**src/rtl/cia_pkg.sv**
```systemverilog
// ----------------------------------------------------------------------------
// cia_pkg
// Shared types and codes for the checked signed 32-bit ALU.
// ----------------------------------------------------------------------------
package cia_pkg;

    localparam int W = 32;

    typedef enum logic [2:0] {
        ACT_ADD = 3'd0,
        ACT_SUB = 3'd1,
        ACT_MUL = 3'd2,
        ACT_DIV = 3'd3,
        ACT_MOD = 3'd4
    } action_t;

    typedef enum logic [1:0] {
        ST_OK       = 2'd0,
        ST_OVERFLOW = 2'd1,
        ST_DIV_ZERO = 2'd2
    } status_t;

    typedef struct packed {
        logic [2:0]      action;
        logic signed [31:0] operand_a;
        logic signed [31:0] operand_b;
    } in_beat_t;

    typedef struct packed {
        logic signed [31:0] value;
        logic [1:0]      status;
    } out_beat_t;

    // state handed from cell to cell
    typedef struct packed {
        logic        valid;
        logic [2:0]  action;
        logic [31:0] a;
        logic [31:0] b;
        logic        neg_q;    // quotient sign
        logic        neg_r;    // remainder sign
        logic [31:0] rem;      // partial remainder (magnitude)
        logic [31:0] quo;      // dividend shift / quotient bits
        logic [31:0] dvs;      // divisor magnitude
        logic signed [32:0] sum;  // add/sub result, 33 bits
        logic signed [63:0] prod; // multiply result
    } cell_t;

endpackage

```
**src/rtl/cia_cell.sv**
```systemverilog
// ----------------------------------------------------------------------------
// cia_cell
// One restoring-division step; carries the rest of the beat along.
// ----------------------------------------------------------------------------
module cia_cell
    import cia_pkg::*;
(
    input  logic  aclk,
    input  logic  aresetn,
    input  logic  advance,
    input  cell_t cell_in,
    output cell_t cell_out
);

    cell_t cell_reg;
    cell_t cell_next;
    logic [32:0] trial;
    logic [32:0] diff;

    always_comb begin
        cell_next = cell_in;
        trial = {cell_in.rem, cell_in.quo[31]};
        diff  = trial - {1'b0, cell_in.dvs};
        if (!diff[32]) begin
            cell_next.rem = diff[31:0];
            cell_next.quo = {cell_in.quo[30:0], 1'b1};
        end else begin
            cell_next.rem = trial[31:0];
            cell_next.quo = {cell_in.quo[30:0], 1'b0};
        end
    end

    always_ff @(posedge aclk) begin
        if (!aresetn) begin
            cell_reg.valid <= 1'b0;
        end else if (advance) begin
            cell_reg <= cell_next;
        end
    end

    assign cell_out = cell_reg;

endmodule

```
**config.mk**
```make
export PLATFORM = sky130hd
export DESIGN_NAME = cia_cell
export DESIGN_NICKNAME = d
export VERILOG_FILES = /design/src/rtl/cia_pkg.sv /design/src/rtl/cia_cell.sv
export SDC_FILE = /design/constraint.sdc
export NUM_CORES = 1
export LEC_CHECK = 0
export BUFFER_PORTS_ARGS = -buffer_cell sky130_fd_sc_hd__buf_2
export CORE_AREA = 2 2 205 207
export CTS_CLUSTER_DIAMETER = 50
export DETAILED_ROUTE_END_ITERATION = 10
export DIE_AREA = 0 0 207 209
export SLEW_MARGIN = 20
export SYNTH_ARGS = -nofsm -noshare
export SYNTH_HDL_FRONTEND = slang
export SYNTH_SLANG_ARGS = --single-unit
```
**constraint.sdc**
```tcl
create_clock -name aclk -period 7.8 [get_ports aclk]
set_input_delay 0.78 -clock aclk [delete_from_list [all_inputs] [get_ports aclk]]
set_output_delay 0.78 -clock aclk [all_outputs]
set_load 0.02 [all_outputs]
```
# == After elaboration in Yosys (flattened, before gate mapping) ==
# Index checks and enable logic that the tools add are counted.
# classes
add_sub_neg,1
muxes,1
reduce_logical,1
# op_table
cell,count
64-bit two-way mux,1
33-bit by 32-bit subtractor with 33-bit output,1
2-bit AND reduction,1
# word_totals
ff_bits,263
input_bits,266
out_inout_bits,263
word_cells,14

# == Logic depth before layout (Yosys ltp) ==
# Gate-level depths: netlist (run 1).
# depth
ltp_word,2
ltp_mapped,12
ltp_nobuf,11

# == Worst setup path before layout (run 1) ==
# No wires, ideal clock.
# synth_timing
path_type,input to register
start,in advance
end,"reg cell_reg (netlist bit cell_out[0]), enable pin"
setup_time_ps,655
t_arrival_ps,6699
required_ps,7145
path_slack_ps,446
stages,1
path_buffers,0
cell_sequence,and2_1
# synth_via
elab_chain_cells,1
# synth_lines
item,line_no,text
"start, declared",cia_cell.sv:10,"input logic advance,"
2-bit AND reduction (no line),n/a,
"end signal, assigned",cia_cell.sv:37,cell_reg <= cell_next;
"end, declared",cia_cell.sv:15,cell_t cell_reg;
# Every way passes these cells.
# A chain may end at the register's enable or synchronous reset.

==> results of run 1 <==
-- power breakdown --
part,total (uW),leakage (uW),internal [uW],switching [uW]
Sequential,1710,0.00247,1680,29.3
Clock,1710,0.000610,1060,652
Combinational,594,0.00339,230,364
-- placed cells by master (no fill, tap or decap), drive strengths merged, types with 3 or more instances in the layout --
cell / count
a211oi: 3
a21bo: 3
a21o: 18
a21oi: 39
and2: 4
and3: 4
and4: 3
buf: 531
bufinv: 5
clkbuf: 42
clkinv: 9
edfxtp: 262
ha: 32
inv: 47
mux2: 28
mux2i: 6
nand2: 27
nand2b: 8
nand3: 10
nand4: 6
nor2: 19
nor2b: 6
nor3: 4
o211ai: 6
o21a: 5
o21ai: 18
o21bai: 5
xnor2: 13
xor2: 10
-- path summary, 6_finish.rpt --
kind                      start             to  slack (ps)  cells after the start
hold reg to reg   cell_out[262]  cell_out[262]         550                      2
setup reg to reg  cell_out[262]  cell_out[262]        7190                      2
setup / recovery   cell_in[160]  cell_out[163]        4390                     13
hold / removal      cell_in[46]   cell_out[46]         420                      1
-- worst max-delay path, delay by kind of cell --
kind | cells | cell delay (ps)
and+or+nand+nor | 2 | 300
adders and majority gates | 2 | 610
AOI/OAI and AO/OA | 4 | 810
muxes | 2 | 520
buffers and inverters | 3 | 650
-- metal layers --
metal	vias up	GRT usage, %	wire (microns)
met4	10	4.73	813
met1	3650	18.3	14100
met2	300	29.7	19500
li1	3464	-	-
met3	58	5.80	2770
met5	-	0	72
-- cell type report --
| class | count | area share [%] |
|---|---|---|
| sequential | 263 | 52.8 |
| timing repair buffer | 531 | 17.9 |
| multi-input combinational | 298 | 15.5 |
| clock buffer | 42 | 6.39 |
| tap | 539 | 4.52 |
| clock inverter | 24 | 1.90 |
| inverter | 38 | 0.955 |
| antenna | 2 | 0.0335 |
-- stage by stage --
step,power [uW],cell area (sq um)
6_report,4010,14900
5_1_grt,4170,14900
4_1_cts,4070,14900
3_5_place_dp,2340,13700
3_3_place_gp,2330,13700
2_1_floorplan,2100,10400
-- kinds of logic after synthesis --
family                   after synthesis  synth area share [%]
AND/OR/NAND/NOR                      101                  5.04
buffers and inverters                 49                  2.02
XOR/XNOR                              23                  1.94
AO/OA/AOI/OAI                        107                  6.58
multiplexers                          34                  4.51
flip-flops                           263                  75.9
adder cells (fa/ha/maj)               33                  4.04
==> results.cfg, run 1 <==
[status]
status = finished, final reports clean

[timing]
timing.fmax_mhz = 294
setup_violations = 0
drv_slew = 0
hold_viol = 0
whs_ps = 421
skew_ps = 0
period_share_pct = 43.7
tightest_slew_ps = 898
relSlewSlack_pct = 40.1
rsz0062_at_grt = false
setup_ws_ps = 4390
finalSetupTns_ps = 0
finalCriticalPeriod_ps = 3410

[yosys]
synth_common_cells = edfxtp_1, a21oi_1, inv_1, ha_1, nand2_1
synth_top_cell_by_area = edfxtp_1
synth_edf_count = 262
ys_seq_area_share_pct = 75.9
synth_area_sq_um = 10400
ys_seq_elements = 263
ys_types = 50
synth.most_common_cell = edfxtp_1
synth.top_cells.by_area = edfxtp_1, ha_1, mux2_4, a21oi_1, inv_1
synth_top_area_share_pct = 75.7
yosysWarnings = 0
syn_area_per_cell_sq_um = 17.0
syn-num-nets = 909
netlist_instances = 610
synth_top_flop_cell = edfxtp_1
ys_async_sr_fraction_pct = 0

[final_layout]
syn_to_final_growth_pct = 43.6
multi_input_area_sq_um = 2310
instances_no_fill = 1737
finalNetCount = 1467
final_core_util_pct = 36.2
seq_area_sq_um = 7890
drive_above_1_share_pct = 52.3
num-fill-cells = 4050
largest_reg_flops = 263

[clocking]
cts_sinks = 263
cts_setup_buffers = 0
ctsResizeCount = 0
postCtsHoldBufs = 0
clock_latency_ps = 520
cts-root-buf = clkbuf_16
htree_levels = 2
cts_tree = done
path_clk_slew_ps = 60
clock_path_buffers = 3
cts_buffers = 36

[placed_design]
place_ws_ps = 3810
port_buffers = 528
dp_hpwl_mm = 29.2
gp_congestion = 0.835
dp.cells = 1669

[routing]
vias_per_cell = 4.31
dr.pass1.iters = 7
wl_per_cell_microns = 21.5
drcViolationCount = 0
drt_wl_total_mm = 37.3
detail-route-antenna-nets = 0
first_iter_violations = 494
num_vias = 7482

[critical_path]
cp-end-kind = flip-flop
critPathLaunchType = primary input
slowest_stage = buf_4
crit_fanout = 33
setup.worst_path.class = in -> reg
cp.arrival_ps = 3680
crit_path_frequent_cell = a21oi_1
worst_path_largest_cell_delay_ps = 520
timing.critical_path.cells = buf_2, inv_1, ha_1, fa_1, nand2b_1, a21oi_1, o211ai_1, a21oi_1, o31a_2, mux2i_1, nor2_4, buf_4, mux2_2
required_ps = 8070

[job]
cap_violations = 0

[power]
p_leak_uw = 0.00647
power_per_cell_area_nw_per_um2 = 269
vdd_drop_max_mv = 0.205

[hold_path]
min-delay-path-class = in -> reg

[floorplan]
fp.dieW_microns = 207
initial_core_util_pct = 25.2
coreArea_sq_um = 41300
rows = 75
io-pin-count = 529
die-area_sq_um = 43300
dieHeight_microns = 209

[global_routing]
antenna_found_initial = 6
track_usage_pct = 16.5
grt_max_degree = 148
grt_pass1_wl_mm = 52.0
grt_overflow = 0
grt_pass1_vias = 7489
Power figures use the tool's default switching activity.
==> run 2, diff against run 1 <==
CORE_AREA = 2 2 206 208   (was 2 2 205 207)
DIE_AREA = 0 0 208 210   (was 0 0 207 209)
clock period = 3.3 ns   (was 7.8 ns; I/O delays follow)
==> run 2 against run 1 <==
Effect of this change:
- global-route usage up 1.9 points
- final cell count up 14%
- sequential power up 140%
- non-clock buffer count up 233
- critical endpoint is now cell_out[183]
- largest cell class unchanged
- worst hold slack worse by 380 ps
- clock power up 140%
- die area up 0.96%
- critical path type unchanged
==> results.cfg, run 2 (synthesis gave the netlist of run 1 again) <==
[timing]
relSlewSlack_pct = 49.8
finalCriticalPeriod_ps = 3080
tightest_slew_ps = 753
hold_viol = 0
period_share_pct = 93.4
rsz0062_at_grt = false
timing.fmax_mhz = 324
finalSetupTns_ps = 0
drv_slew = 0
setup_violations = 0
skew_ps = 0

[floorplan]
io-pin-count = 529
rows = 75
fp.dieW_microns = 208
initial_core_util_pct = 25.1
die-area_sq_um = 43700
coreArea_sq_um = 41500
dieHeight_microns = 210

[hold_path]
min-delay-path-class = in -> reg
whs_path_depth = 1

[global_routing]
track_usage_pct = 18.4
grt_max_degree = 130
grt_overflow = 0
grt_pass1_wl_mm = 58.8
antenna_found_initial = 9
grt_pass1_vias = 8807

[routing]
drt_wl_total_mm = 41.9
met2RoutedLength_mm = 21.0
wl_met1_mm = 16.0
dr.pass1.iters = 5
highest_layer = met5
first_iter_violations = 509
num_vias = 8549
wl_per_cell_microns = 21.2
wl_met3_mm = 3.01
vias_per_cell = 4.33
drcViolationCount = 0
detail-route-antenna-nets = 0

[power]
power_per_cell_area_nw_per_um2 = 569
pwr-share-comb_pct = 17.0
p_leak_uw = 0.00747
switching_share_pct = 26.6
cell_internal_pwr_uw = 7240
vdd_drop_max_mv = 0.371
clockPowerShare_pct = 41.9
p_sw_uw = 2620
seqPwrFrac_pct = 41.0

[clocking]
cts-root-buf = clkbuf_16
cts_setup_buffers = 0
path_clk_slew_ps = 50
clock_path_buffers = 3
cts_buffers = 39
cts_tree = done
htree_levels = 2
clock_latency_ps = 520
cts_sinks = 263

[final_layout]
drive_above_1_share_pct = 44.2
finalNetCount = 1703
num-fill-cells = 3891
final_core_util_pct = 41.8
seq_area_sq_um = 7890
syn_to_final_growth_pct = 66.8
layout_common_cells = buf_2, edfxtp_1, dlygate4sd3_1
largest_reg_flops = 263
final_common_cell = buf_2
multi_input_area_sq_um = 2310

[critical_path]
setup.worst_path.class = in -> reg
rr_worst_depth = 2
cp.arrival_ps = 3360
required_ps = 3580
slowest_stage = dlygate4sd3_1
cp-end-kind = flip-flop
timing.critical_path.cells = dlygate4sd3_1, buf_2, ha_1, fa_1, nand2b_1, a21oi_2, o211ai_1, a21oi_1, o31a_2, mux2i_1, nor2_4, buf_12, mux2_4
critPathLaunchType = primary input
worst_path_largest_cell_delay_ps = 520
crit_fanout = 19

[placed_design]
port_buffers = 528
gp_congestion = 0.875
dp_hpwl_mm = 30.8

[status]
status = finished, final reports clean

[job]
cap_violations = 0
==> run 2: cell count changes in the layout (fill, tap and decap cells not counted), sizes merged <==
| cell | delta |
|---|---|
| dlygate4sd3 | +226 |
| buf | +7 |
| bufinv | -2 |
| clkbuf | +2 |
| clkinv | +2 |
| diode | +2 |
| inv | +1 |
==> run 2: final timing paths <==
kind,slack (ps),start,endpoint
worst max-delay path,220,cell_in[97],cell_out[183]
worst min-delay path,40,cell_in[123],cell_out[123]
worst max register to register,2710,cell_out[262],cell_out[262]
worst min register to register,530,cell_out[262],cell_out[262]
==> run 2: worst max-delay path, delay by kind of cell <==
| family | cells | cell delay [ps] |
|---|---|---|
| AND/OR/NAND/NOR | 2 | 280 |
| AO/OA/AOI/OAI | 4 | 710 |
| buffers and inverters | 3 | 830 |
| multiplexers | 2 | 570 |
| adder cells (fa/ha/maj) | 2 | 630 |
==> run 2: metrics by stage <==
step | cell area [sq um] | hold WS, ps | cells | power (uW) | setup WS, ps
after CTS | 17300 | 2.73 | 1970 | 9970 | 180
final | 17300 | 38.3 | 1975 | 9860 | 218
after global routing | 17300 | 11.9 | 1974 | 10200 | 20.3
after global placement | 13800 | 504 | 1676 | 5550 | 182
after detailed placement | 13800 | 508 | 1676 | 5560 | 161
after floorplan | 10400 | 429 | 610 | 4940 | 453
==> run 2: power groups by stage <==
stage | Sequential [uW] | Clock [uW] | Combinational, uW
2_1_floorplan | 4410 | 0 | 526
3_3_place_gp | 4100 | 0 | 1450
3_5_place_dp | 4100 | 0 | 1460
4_1_cts | 4040 | 4240 | 1690
5_1_grt | 4060 | 4360 | 1790
6_report | 4040 | 4140 | 1680
==> run 2: metal layers <==
layer / global-route usage [%] / up-vias
li1: - / 3938
met4: 9.22 / 6
met2: 31.4 / 411
met1: 21.0 / 4108
met3: 5.45 / 86
met5: 0 / -
==> run 2: repair_timing <==
item                                    in CTS  in global routing
hold buffers                               225                  1
hold endpoints to repair                   225                  1
endpoints found under the setup margin       0                 28
gates resized for setup                      0                  1
==> run 2: final cells by class <==
cell class	instances	share of cell area [%]
Clock buffer	44	5.98
Clock inverter	25	1.41
Sequential cell	263	45.5
Timing Repair Buffer	764	29.0
Tap cell	539	3.89
Antenna cell	4	0.0577
Inverter	38	0.823
Multi-Input combinational cell	298	13.3
